`config.mk`:
```
export PLATFORM = sky130hd
export DESIGN_NAME = scanline_unit_reorder_unit_flat
export DESIGN_NICKNAME = d
export VERILOG_FILES = /design/src/hw/rtl/sur_pkg.sv /design/src/hw/rtl/sur_req_if.sv /design/src/hw/rtl/sur_rsp_if.sv /design/src/hw/rtl/scanline_unit_reorder_unit.sv /design/src/hw/rtl/sur_decode.sv /design/src/hw/rtl/sur_swizzle.sv /design/src/hw/rtl/sur_lanes.sv /design/src/flat_wrapper.sv
export SDC_FILE = /design/constraint.sdc
export NUM_CORES = 1
export LEC_CHECK = 0
export ABC_AREA = 1
export ABC_CLOCK_PERIOD_IN_PS = 4560
export BUFFER_PORTS_ARGS = -buffer_cell sky130_fd_sc_hd__buf_4
export CAP_MARGIN = 25
export CORE_MARGIN = 2
export CORE_UTILIZATION = 50
export CTS_CLUSTER_DIAMETER = 100
export DETAILED_ROUTE_END_ITERATION = 10
export HOLD_SLACK_MARGIN = 0.08
export PLACE_DENSITY = 0.68
export SLEW_MARGIN = 20
export SYNTH_ARGS = -nofsm -noshare
export SYNTH_HDL_FRONTEND = slang
export SYNTH_SLANG_ARGS = --single-unit
export TNS_END_PERCENT = 1
```
`constraint.sdc`:
```
create_clock -name clock -period 4.56 [get_ports clock]
set_input_delay 0.912 -clock clock [delete_from_list [all_inputs] [get_ports clock]]
set_output_delay 0.912 -clock clock [all_outputs]
set_load 0.05 [all_outputs]
```
`src/hw/rtl/sur_pkg.sv`:
```
`default_nettype none
// ----------------------------------------------------------------------------
// sur_pkg
// Types, constants and helper functions shared by the scanline reorder unit.
// ----------------------------------------------------------------------------
package sur_pkg;

   // Widths of the register and item fields.
   localparam int unsigned FORMAT_W   = 4;
   localparam int unsigned ROW_W      = 15;
   localparam int unsigned OFFSET_W   = 14;
   localparam int unsigned DATA_W     = 32;
   localparam int unsigned LANES      = 4;
   localparam int unsigned CSR_IDX_W  = 2;
   localparam int unsigned CSR_DATA_W = 15;

   // Register indexes of the configuration port.
   localparam logic [CSR_IDX_W-1:0] CSR_SRC_FORMAT = 2'd0;
   localparam logic [CSR_IDX_W-1:0] CSR_DST_FORMAT = 2'd1;
   localparam logic [CSR_IDX_W-1:0] CSR_ROW_BYTES  = 2'd2;

   // Format codes: unit size, then bit order, then byte order.
   localparam logic [FORMAT_W-1:0] FMT_8_MM  = 4'd0;
   localparam logic [FORMAT_W-1:0] FMT_16_MM = 4'd1;
   localparam logic [FORMAT_W-1:0] FMT_32_MM = 4'd2;
   localparam logic [FORMAT_W-1:0] FMT_8_LM  = 4'd3;
   localparam logic [FORMAT_W-1:0] FMT_16_LM = 4'd4;
   localparam logic [FORMAT_W-1:0] FMT_32_LM = 4'd5;
   localparam logic [FORMAT_W-1:0] FMT_8_ML  = 4'd6;
   localparam logic [FORMAT_W-1:0] FMT_16_ML = 4'd7;
   localparam logic [FORMAT_W-1:0] FMT_32_ML = 4'd8;
   localparam logic [FORMAT_W-1:0] FMT_8_LL  = 4'd9;
   localparam logic [FORMAT_W-1:0] FMT_16_LL = 4'd10;
   localparam logic [FORMAT_W-1:0] FMT_32_LL = 4'd11;

   // Largest format code in use and the row length limit.
   localparam logic [FORMAT_W-1:0] FORMAT_MAX  = 4'd11;
   localparam logic [ROW_W-1:0]    ROW_LIMIT   = 15'd16384;
   localparam logic [ROW_W-1:0]    ROW_BYTES_RESET = 15'd1;

   // Conversion kinds: the low two bits pick the byte order, bit 2 adds
   // a bit reversal inside every byte.
   localparam logic [1:0] UNIT_COPY   = 2'd0;
   localparam logic [1:0] UNIT_SWAP2  = 2'd1;
   localparam logic [1:0] UNIT_SWAP4  = 2'd2;
   localparam logic [1:0] UNIT_HALVES = 2'd3;
   localparam logic [2:0] KIND_COPY   = 3'd0;

   // Conversion kind for each source (outer) and destination (inner) format.
   localparam logic [2:0] CONV_KIND [12][12] = '{
      '{3'd0, 3'd0, 3'd0, 3'd4, 3'd5, 3'd6, 3'd0, 3'd1, 3'd2, 3'd4, 3'd4, 3'd4},
      '{3'd0, 3'd0, 3'd0, 3'd4, 3'd5, 3'd6, 3'd0, 3'd1, 3'd2, 3'd4, 3'd4, 3'd4},
      '{3'd0, 3'd0, 3'd0, 3'd4, 3'd5, 3'd6, 3'd0, 3'd1, 3'd2, 3'd4, 3'd4, 3'd4},
      '{3'd4, 3'd4, 3'd4, 3'd0, 3'd1, 3'd2, 3'd4, 3'd5, 3'd6, 3'd0, 3'd0, 3'd0},
      '{3'd5, 3'd5, 3'd5, 3'd1, 3'd0, 3'd3, 3'd5, 3'd4, 3'd7, 3'd1, 3'd1, 3'd1},
      '{3'd6, 3'd6, 3'd6, 3'd2, 3'd3, 3'd0, 3'd6, 3'd7, 3'd4, 3'd2, 3'd2, 3'd2},
      '{3'd0, 3'd0, 3'd0, 3'd4, 3'd5, 3'd6, 3'd0, 3'd1, 3'd2, 3'd4, 3'd4, 3'd4},
      '{3'd1, 3'd1, 3'd1, 3'd5, 3'd4, 3'd7, 3'd1, 3'd0, 3'd3, 3'd5, 3'd5, 3'd5},
      '{3'd2, 3'd2, 3'd2, 3'd6, 3'd7, 3'd4, 3'd2, 3'd3, 3'd0, 3'd6, 3'd6, 3'd6},
      '{3'd4, 3'd4, 3'd4, 3'd0, 3'd1, 3'd2, 3'd4, 3'd5, 3'd6, 3'd0, 3'd0, 3'd0},
      '{3'd4, 3'd4, 3'd4, 3'd0, 3'd1, 3'd2, 3'd4, 3'd5, 3'd6, 3'd0, 3'd0, 3'd0},
      '{3'd4, 3'd4, 3'd4, 3'd0, 3'd1, 3'd2, 3'd4, 3'd5, 3'd6, 3'd0, 3'd0, 3'd0}
   };

   // Decoded conversion, passed from the decoder to the datapath.
   typedef struct packed {
      logic [2:0] kind;
      logic       half_msb;
   } conv_type;

   // Lane j of a partial 32-bit unit holding r valid bytes (1 to 3).
   function automatic logic partial4(input logic [1:0] j, input logic [1:0] r,
                                     input logic msb, input logic halves);
      logic hit;
      if (!halves) begin
         if (msb) begin
            hit = (j == 2'd0) || (j == 2'd1 && r >= 2'd2) || (j == 2'd2 && r == 2'd3);
         end else begin
            hit = (j == 2'd3) || (j == 2'd2 && r >= 2'd2) || (j == 2'd1 && r == 2'd3);
         end
      end else if (msb) begin
         hit = (j == 2'd1) || (j == 2'd0 && r >= 2'd2) || (j == 2'd3 && r == 2'd3);
      end else begin
         hit = (j == 2'd2) || (j == 2'd3 && r >= 2'd2) || (j == 2'd0 && r == 2'd3);
      end
      return hit;
   endfunction

endpackage
`default_nettype wire

```
`src/hw/rtl/sur_req_if.sv`:
```
`default_nettype none
// ----------------------------------------------------------------------------
// sur_req_if
// Input channel: one group of four source bytes per item.
// ----------------------------------------------------------------------------
interface sur_req_if;
   logic        valid;
   logic        ready;
   logic [31:0] unit_data;
   logic        last_row;

   modport source (output valid, output unit_data, output last_row, input ready);
   modport sink   (input valid, input unit_data, input last_row, output ready);
endinterface
`default_nettype wire

```
`src/hw/rtl/sur_rsp_if.sv`:
```
`default_nettype none
// ----------------------------------------------------------------------------
// sur_rsp_if
// Result channel: four converted bytes with their write mask per item.
// ----------------------------------------------------------------------------
interface sur_rsp_if;
   logic        valid;
   logic        ready;
   logic [31:0] out_data;
   logic [3:0]  byte_mask;
   logic        end_of_row;

   modport source (output valid, output out_data, output byte_mask,
                   output end_of_row, input ready);
   modport sink   (input valid, input out_data, input byte_mask,
                   input end_of_row, output ready);
endinterface
`default_nettype wire

```
`src/hw/rtl/scanline_unit_reorder_unit.sv`:
```
`default_nettype none
// ----------------------------------------------------------------------------
// scanline_unit_reorder_unit
// Converts bitmap scanline groups between unit size, bit order and byte
// order formats.
// ----------------------------------------------------------------------------
// The unit takes one group of four row bytes per clock and returns its
// converted group in the next cycle from a result register, so the sustained
// rate is one item per cycle. The only limit on rate is the result register:
// a new item is taken whenever that register is empty or its item is taken
// in the same cycle. The row offset counter advances with every accepted
// item; configuration writes should be made only between rows while no item
// is in flight.
module scanline_unit_reorder_unit (
   input  wire logic                           clock,
   input  wire logic                           reset,
   input  wire logic                           csr_write_enable,
   input  wire logic [sur_pkg::CSR_IDX_W-1:0]  csr_index,
   input  wire logic [sur_pkg::CSR_DATA_W-1:0] csr_write_data,
   sur_req_if.sink                             req_if,
   sur_rsp_if.source                           rsp_if
);
   import sur_pkg::*;

   logic [FORMAT_W-1:0] src_format_ff;
   logic [FORMAT_W-1:0] dst_format_ff;
   logic [ROW_W-1:0]    row_bytes_ff;
   logic [OFFSET_W-1:0] row_offset_ff;
   logic [OFFSET_W-1:0] row_offset_in;
   logic                rsp_valid_ff;
   logic                rsp_valid_in;
   logic [DATA_W-1:0]   out_data_ff;
   logic [LANES-1:0]    byte_mask_ff;
   logic                end_of_row_ff;

   conv_type            conv;
   logic [DATA_W-1:0]   word;
   logic [DATA_W-1:0]   lane_bits;
   logic [LANES-1:0]    mask;
   logic                row_end;
   logic                accept;

   // Configuration registers.
   always_ff @(posedge clock) begin
      if (reset) begin
         src_format_ff <= '0;
         dst_format_ff <= '0;
         row_bytes_ff  <= ROW_BYTES_RESET;
      end else if (csr_write_enable) begin
         unique case (csr_index)
            CSR_SRC_FORMAT: src_format_ff <= csr_write_data[FORMAT_W-1:0];
            CSR_DST_FORMAT: dst_format_ff <= csr_write_data[FORMAT_W-1:0];
            CSR_ROW_BYTES:  row_bytes_ff  <= csr_write_data[ROW_W-1:0];
            default: ;
         endcase
      end
   end

   sur_decode u_decode (
      .src_format (src_format_ff),
      .dst_format (dst_format_ff),
      .conv       (conv)
   );

   sur_swizzle u_swizzle (
      .unit_data (req_if.unit_data),
      .kind      (conv.kind),
      .word      (word)
   );

   sur_lanes u_lanes (
      .row_offset  (row_offset_ff),
      .row_bytes   (row_bytes_ff),
      .last_row    (req_if.last_row),
      .conv        (conv),
      .byte_mask   (mask),
      .end_of_row  (row_end),
      .next_offset (row_offset_in)
   );

   // Handshake: take an item whenever the result register frees up.
   assign req_if.ready = !rsp_valid_ff || rsp_if.ready;
   assign accept       = req_if.valid && req_if.ready;
   assign rsp_valid_in = accept || (rsp_valid_ff && !rsp_if.ready);

   // Unwritten lanes read as zero.
   always_comb begin
      for (int i = 0; i < LANES; i++) begin
         lane_bits[8*i +: 8] = {8{mask[i]}};
      end
   end

   // Row offset counter and result valid.
   always_ff @(posedge clock) begin
      if (reset) begin
         row_offset_ff <= '0;
         rsp_valid_ff  <= 1'b0;
      end else begin
         rsp_valid_ff <= rsp_valid_in;
         if (accept) begin
            row_offset_ff <= row_offset_in;
         end
      end
   end

   // Result payload register.
   always_ff @(posedge clock) begin
      if (accept) begin
         out_data_ff   <= word & lane_bits;
         byte_mask_ff  <= mask;
         end_of_row_ff <= row_end;
      end
   end

   assign rsp_if.valid      = rsp_valid_ff;
   assign rsp_if.out_data   = out_data_ff;
   assign rsp_if.byte_mask  = byte_mask_ff;
   assign rsp_if.end_of_row = end_of_row_ff;

endmodule
`default_nettype wire

```
`src/hw/rtl/sur_decode.sv`:
```
`default_nettype none
// ----------------------------------------------------------------------------
// sur_decode
// Maps the source and destination format codes to a conversion kind and
// the half order used for a partial last unit.
// ----------------------------------------------------------------------------
module sur_decode (
   input  wire logic [sur_pkg::FORMAT_W-1:0] src_format,
   input  wire logic [sur_pkg::FORMAT_W-1:0] dst_format,
   output sur_pkg::conv_type                 conv
);
   import sur_pkg::*;

   logic formats_ok;

   // Unused codes fall back to a plain copy with LSB-first half order.
   assign formats_ok = (src_format <= FORMAT_MAX) && (dst_format <= FORMAT_MAX);

   always_comb begin
      conv.kind     = KIND_COPY;
      conv.half_msb = 1'b0;
      if (formats_ok) begin
         conv.kind = CONV_KIND[src_format][dst_format];
         // MSB-first halves for 16/32-bit LM and ML sources, unless the
         // destination is a 32-bit LM or ML unit.
         if (src_format == FMT_16_LM || src_format == FMT_32_LM ||
             src_format == FMT_16_ML || src_format == FMT_32_ML) begin
            conv.half_msb = !(dst_format == FMT_32_LM || dst_format == FMT_32_ML);
         end
      end
   end

endmodule
`default_nettype wire

```
`src/hw/rtl/sur_swizzle.sv`:
```
`default_nettype none
// ----------------------------------------------------------------------------
// sur_swizzle
// Reorders the four bytes of a group and optionally reverses the bits of
// every byte.
// ----------------------------------------------------------------------------
module sur_swizzle (
   input  wire logic [sur_pkg::DATA_W-1:0] unit_data,
   input  wire logic [2:0]                 kind,
   output logic      [sur_pkg::DATA_W-1:0] word
);
   import sur_pkg::*;

   logic [7:0] src_byte [LANES];
   logic [7:0] ord_byte [LANES];

   // Split the group into bytes.
   always_comb begin
      for (int i = 0; i < LANES; i++) begin
         src_byte[i] = unit_data[8*i +: 8];
      end
   end

   // Byte order.
   always_comb begin
      case (kind[1:0])
         UNIT_SWAP2: begin
            ord_byte[0] = src_byte[1];
            ord_byte[1] = src_byte[0];
            ord_byte[2] = src_byte[3];
            ord_byte[3] = src_byte[2];
         end
         UNIT_SWAP4: begin
            ord_byte[0] = src_byte[3];
            ord_byte[1] = src_byte[2];
            ord_byte[2] = src_byte[1];
            ord_byte[3] = src_byte[0];
         end
         UNIT_HALVES: begin
            ord_byte[0] = src_byte[2];
            ord_byte[1] = src_byte[3];
            ord_byte[2] = src_byte[0];
            ord_byte[3] = src_byte[1];
         end
         default: begin
            ord_byte = src_byte;
         end
      endcase
   end

   // Bit reversal within each byte.
   always_comb begin
      for (int i = 0; i < LANES; i++) begin
         for (int k = 0; k < 8; k++) begin
            word[8*i + k] = kind[2] ? ord_byte[i][7-k] : ord_byte[i][k];
         end
      end
   end

endmodule
`default_nettype wire

```
`src/hw/rtl/sur_lanes.sv`:
```
`default_nettype none
// ----------------------------------------------------------------------------
// sur_lanes
// Works out which destination byte lanes of a group are written, whether
// the group ends its row and the row offset of the next group.
// ----------------------------------------------------------------------------
module sur_lanes (
   input  wire logic [sur_pkg::OFFSET_W-1:0] row_offset,
   input  wire logic [sur_pkg::ROW_W-1:0]    row_bytes,
   input  wire logic                         last_row,
   input  wire sur_pkg::conv_type            conv,
   output logic      [sur_pkg::LANES-1:0]    byte_mask,
   output logic                              end_of_row,
   output logic      [sur_pkg::OFFSET_W-1:0] next_offset
);
   import sur_pkg::*;

   logic [ROW_W-1:0] rb;
   logic [15:0]      rb_w;
   logic [15:0]      off_w;
   logic [15:0]      round2;
   logic [15:0]      round4;
   logic [15:0]      base;
   logic [15:0]      off_plus4;
   logic [1:0]       rem;

   // Row length, capped at the largest row.
   assign rb        = (row_bytes > ROW_LIMIT) ? ROW_LIMIT : row_bytes;
   assign rb_w      = {1'b0, rb};
   assign off_w     = {2'b00, row_offset};
   assign rem       = rb[1:0];
   assign base      = {rb_w[15:2], 2'b00};
   assign round2    = (rb_w + 16'd1) & 16'hFFFE;
   assign round4    = (rb_w + 16'd3) & 16'hFFFC;
   assign off_plus4 = off_w + 16'd4;

   // Per-lane write decision; lanes are independent of each other.
   always_comb begin
      logic [15:0] p;
      logic [15:0] rel;
      byte_mask = '0;
      for (int i = 0; i < LANES; i++) begin
         p   = off_w + 16'(i);
         rel = p - base;
         case (conv.kind[1:0])
            UNIT_COPY: begin
               byte_mask[i] = p < rb_w;
            end
            UNIT_SWAP2: begin
               if (last_row && rb[0]) begin
                  if (p < rb_w - 16'd1) begin
                     byte_mask[i] = 1'b1;
                  end else if (p == rb_w - 16'd1) begin
                     byte_mask[i] = conv.half_msb;
                  end else if (p == rb_w) begin
                     byte_mask[i] = !conv.half_msb;
                  end
               end else begin
                  byte_mask[i] = p < round2;
               end
            end
            default: begin
               if (last_row && rem != 2'd0) begin
                  if (p < base) begin
                     byte_mask[i] = 1'b1;
                  end else if (p < base + 16'd4) begin
                     byte_mask[i] = partial4(rel[1:0], rem, conv.half_msb,
                                             conv.kind[1:0] == UNIT_HALVES);
                  end
               end else begin
                  byte_mask[i] = p < round4;
               end
            end
         endcase
      end
   end

   // Row end and offset of the following group.
   assign end_of_row  = off_plus4 >= rb_w;
   assign next_offset = end_of_row ? '0 : off_plus4[OFFSET_W-1:0];

endmodule
`default_nettype wire

```
`src/flat_wrapper.sv`:
```
// flat-port wrapper written by rule: the top's interface ports become plain ports
module scanline_unit_reorder_unit_flat import sur_pkg::*;
  (clock, reset, csr_write_enable, csr_index, csr_write_data, req_if_valid, req_if_unit_data, req_if_last_row, req_if_ready, rsp_if_valid, rsp_if_out_data, rsp_if_byte_mask, rsp_if_end_of_row, rsp_if_ready);
  sur_req_if req_if_i ();
  sur_rsp_if rsp_if_i ();
  input  wire logic clock;
  input  wire logic reset;
  input  wire logic csr_write_enable;
  input  wire logic [sur_pkg::CSR_IDX_W-1:0] csr_index;
  input  wire logic [sur_pkg::CSR_DATA_W-1:0] csr_write_data;
  input wire logic [$bits(req_if_i.valid)-1:0] req_if_valid;
  input wire logic [$bits(req_if_i.unit_data)-1:0] req_if_unit_data;
  input wire logic [$bits(req_if_i.last_row)-1:0] req_if_last_row;
  output wire logic [$bits(req_if_i.ready)-1:0] req_if_ready;
  output wire logic [$bits(rsp_if_i.valid)-1:0] rsp_if_valid;
  output wire logic [$bits(rsp_if_i.out_data)-1:0] rsp_if_out_data;
  output wire logic [$bits(rsp_if_i.byte_mask)-1:0] rsp_if_byte_mask;
  output wire logic [$bits(rsp_if_i.end_of_row)-1:0] rsp_if_end_of_row;
  input wire logic [$bits(rsp_if_i.ready)-1:0] rsp_if_ready;
  assign req_if_i.valid = req_if_valid;
  assign req_if_i.unit_data = req_if_unit_data;
  assign req_if_i.last_row = req_if_last_row;
  assign req_if_ready = req_if_i.ready;
  assign rsp_if_valid = rsp_if_i.valid;
  assign rsp_if_out_data = rsp_if_i.out_data;
  assign rsp_if_byte_mask = rsp_if_i.byte_mask;
  assign rsp_if_end_of_row = rsp_if_i.end_of_row;
  assign rsp_if_i.ready = rsp_if_ready;
  scanline_unit_reorder_unit u_core (.clock(clock), .reset(reset), .csr_write_enable(csr_write_enable), .csr_index(csr_index), .csr_write_data(csr_write_data), .req_if(req_if_i), .rsp_if(rsp_if_i));
endmodule
```
==> qor.tcl <==
set qor(outcome) {finished, final reports clean}
set qor(final_common_cell) {sky130_fd_sc_hd__nand2_1}
set qor(timing.final.max_slew_violations) 0
set qor(timing.critical_path.mode_cell) {sky130_fd_sc_hd__nand2_1}
set qor(grt_first_pass_wirelength_um) 52300
set qor(power_density_mw_per_mm2) 258
set qor(timing.critical_path.from_type) {flop}
set qor(clock_sink_count) 73
set qor(grt_max_degree) 38
set qor(final-instance-count-excl-fill) 1884
set qor(globalRouteTotalUtil) 0.301
set qor(buffer_ports.inserted) 93
set qor(critical_path.slowest_cell) {sky130_fd_sc_hd__xor2_1}
set qor(route.vias.total) 10900
set qor(drive_gt1_frac) 0.142
set qor(cts.repair_timing.setup_buffer_count) 0
set qor(finish.net_count) 1860
set qor(peakVddDrop_uv) 204
set qor(synth.ff_latch_count) 73
set qor(flow.area_growth_from_synthesis_pct) 14.3
set qor(synth_enable_flop_cells) 37
set qor(max_slew.worst_pin.slew_ns) 0.867
set qor(count_of_routing_violations_after_the_opening_detailed_route_iteration) 767
set qor(yosysUniqueCellTypes) 57
set qor(fin_util) 0.578
set qor(max_slew_margin) 0.421
set qor(worst-endpoint-arrival_ns) 4.50
set qor(max-cap-violations) 0
set qor(grt-ovfl-total) 0
set qor(synthCells) 1508
set qor(route.detailed.drc) 0
set qor(final_critical_path_setup_slack_ns) 0.244
set qor(timing.final.crit_share) 0.946
set qor(die_area_sq_mm) 0.0223
set qor(worstHoldPathType) {flop to flop}
set qor(dr.pass1.iters) 6
set qor(die-width_um) 149
set qor(cts_inserted_buffers) 9
set qor(power.static_leakage_uw) 0.00595
set qor(cp.required_ns) 4.74
set qor(dp.final_hpwl_um) 27300
set qor(setup.worst_path.end_class) {flop}
set qor(min_period_ns) 4.32
set qor(critPathKind) {flop to flop}
set qor(reg_clk_slew_reported_paths_ns) 0.06
set qor(detail-route-antenna-nets) 0
set qor(floorplan.initialDensity) 0.506
set qor(floorplan.die.height_um) 149
set qor(antenna_found_initial) 0
set qor(routability_congestion) 1.02
set qor(worst_skew_pair.late_latency_ns) 0.34
set qor(place_inst) 1868
set qor(total_number_of_yosys_warnings) 0
set qor(final.setup_skew_ns) 0.0121
set qor(post-place-ws_ns) 0.154
set qor(clockRootBuffer) {sky130_fd_sc_hd__clkbuf_16}
set qor(synth_flop_cell) {sky130_fd_sc_hd__edfxtp_1}
set qor(grt_pass1_vias) 9992
set qor(antenna-diode-count) 0
set qor(largest_buffer_count_on_any_clock_path) 2
set qor(ioPinCount) 94
set qor(vias_per_cell) 5.80
set qor(fin_tns_setup_ns) 0
set qor(postRouteWirelength_um) 34000
set qor(fp.coreArea_sq_mm) 0.0209
set qor(most-common-layout-cells) {281 x sky130_fd_sc_hd__nand2_1, 201 x sky130_fd_sc_hd__ha_1, 178 x sky130_fd_sc_hd__inv_1}
set qor(synth_seq_area_share) 0.173
set qor(setup_viol) 0
set qor(rsz0062_at_grt) {yes}
set qor(placementRows) 53
set qor(worst_path_largest_cell_delay_ns) 0.38
set qor(syn_avg_cell_area_sq_um) 7.00
set qor(ys_async_sr_fraction) 0
set qor(clock.fmax_ghz) 0.232
set qor(filler_cell_count) 2081
set qor(worst-path-max-fanout) 17
set qor(crit_chain) {nor2_1 > nand2_1 > nor2_2 > nand2_4 > nand2_8 > nand2_4 > nor2_2 > nand3_1 > nor3_2 > nand2_1 > nor2_1 > xor2_1 > ha_1 > nand2_1 > nor2_1 > a211oi_1 > o21ai_0 > a21o_1 > a21oi_1 > nand2_1 > a21oi_2 > nor2_4 > a21oi_1}
set qor(syn_area_sq_mm) 0.0106
set qor(routed_wire_length_per_instance_um) 18.0
set qor(tritoncts) {built}
set qor(cts_max_level) 3
set qor(final_hold_viol_count) 0
[flip-flops by register name, indices dropped and copies added (netlist names)]
| signal | count |
|---|---|
| u_core.rsp_if.end_of_row | 1 |
| u_core.dst_format_ff | 4 |
| u_core.rsp_if.out_data | 32 |
| u_core.rsp_if.byte_mask | 4 |
| u_core.row_bytes_ff | 15 |
| u_core.src_format_ff | 4 |
| u_core.rsp_if.valid | 1 |
| u_core.row_offset_ff | 12 |
[power breakdown]
group          switching [uW]  internal, uW  total (uW)
clock                     294           474         769
sequential               33.8           789         823
combinational            1030           499        1520
total                    1350          1760        3120
[repair_timing]
action	4_1_cts	5_1_grt
endpoints found under the setup margin	0	36
endpoints found under the hold margin	0	0
resized for setup	0	16
hold buffers	0	0
[cells in the mapped netlist, types with 5 or more instances]
cell type                   number  area share
sky130_fd_sc_hd__a211oi_1        7      0.0050
sky130_fd_sc_hd__xor2_1         35       0.029
sky130_fd_sc_hd__nand4_1        27       0.016
sky130_fd_sc_hd__inv_2           6      0.0021
sky130_fd_sc_hd__nand3_1        50       0.024
sky130_fd_sc_hd__nor2_1        101       0.036
sky130_fd_sc_hd__nand2_2         8      0.0047
sky130_fd_sc_hd__nand2_1       282        0.10
sky130_fd_sc_hd__inv_1         179       0.064
sky130_fd_sc_hd__o211ai_1       12      0.0085
sky130_fd_sc_hd__nand3b_1        8      0.0057
sky130_fd_sc_hd__nand2_4         9      0.0096
sky130_fd_sc_hd__o221ai_1       19       0.016
sky130_fd_sc_hd__o31ai_1         6      0.0043
sky130_fd_sc_hd__nor2_2         25       0.015
sky130_fd_sc_hd__a31oi_1         5      0.0030
sky130_fd_sc_hd__a21oi_1       169       0.080
sky130_fd_sc_hd__edfxtp_1       37        0.11
sky130_fd_sc_hd__o21bai_1        5      0.0036
sky130_fd_sc_hd__nor3_1         21       0.010
sky130_fd_sc_hd__a221oi_1       19       0.016
sky130_fd_sc_hd__o21ai_0       105       0.050
sky130_fd_sc_hd__nor4_1          9      0.0053
sky130_fd_sc_hd__o2111ai_1       5      0.0041
sky130_fd_sc_hd__ha_1          201        0.24
sky130_fd_sc_hd__a21o_1          6      0.0043
sky130_fd_sc_hd__xnor2_1        10      0.0083
sky130_fd_sc_hd__o21ai_1         9      0.0043
sky130_fd_sc_hd__o22ai_1        12      0.0071
sky130_fd_sc_hd__dfxtp_1        36       0.068
sky130_fd_sc_hd__clkbuf_1       36       0.013
[metal layers]
layer,up-vias,GRT usage,part of all wire
met5,-,0,0
met4,0,0.110,0.036
met3,86,0.0468,0.073
met2,419,0.505,0.46
met1,4974,0.391,0.43
li1,5452,-,-
[stage by stage]
| step | total power [uW] | area (sq um) | hold WS [ns] |
|---|---|---|---|
| 2_1_floorplan | 1900 | 10600 | 0.470 |
| 3_5_place_dp | 2330 | 11700 | 0.512 |
| 5_1_grt | 3320 | 12100 | 0.558 |
| 6_report | 3120 | 12100 | 0.516 |
| 3_3_place_gp | 2320 | 11700 | 0.493 |
| 4_1_cts | 3100 | 12000 | 0.521 |
[critical path, delay by kind of cell, from the launching register on]
family | cells | cell delay [ns]
compound gates | 6 | 0.97
simple gates | 15 | 2.12
flops | 1 | 0.37
fa+ha+maj | 1 | 0.33
xor+xnor | 1 | 0.38
[area by class of cell]
type	count	area [sq um]	area share
Clock inverter	5	60.1	0.00497
Sequential cell	73	1830	0.152
Multi-Input combinational cell	1207	7920	0.656
Tap cell	275	344	0.0285
Clock buffer	11	264	0.0219
Timing Repair Buffer	127	953	0.0790
Inverter	186	698	0.0578
[worst paths after layout]
| kind | depth (start not counted) | from | slack [ns] | to |
|---|---|---|---|---|
| setup reg to reg | 23 | u_core.row_bytes_ff[6] | 0.24 | u_core.rsp_if.out_data[19] |
| setup / recovery | 23 | u_core.row_bytes_ff[6] | 0.24 | u_core.rsp_if.out_data[19] |
| hold / removal | 2 | u_core.src_format_ff[0] | 0.52 | u_core.src_format_ff[0] |
| hold reg to reg | 2 | u_core.src_format_ff[0] | 0.52 | u_core.src_format_ff[0] |
[cell families after synthesis]
group / after synthesis / synth area share
AOI/OAI and AO/OA: 397 / 0.221
xor gates and xnor gates: 46 / 0.0389
adders and majority gates: 201 / 0.238
buffers and inverters: 232 / 0.0848
DFF: 73 / 0.173
other: 1 / 0.000355
and+or+nand+nor: 558 / 0.244
(Power assumes the default switching activity.)
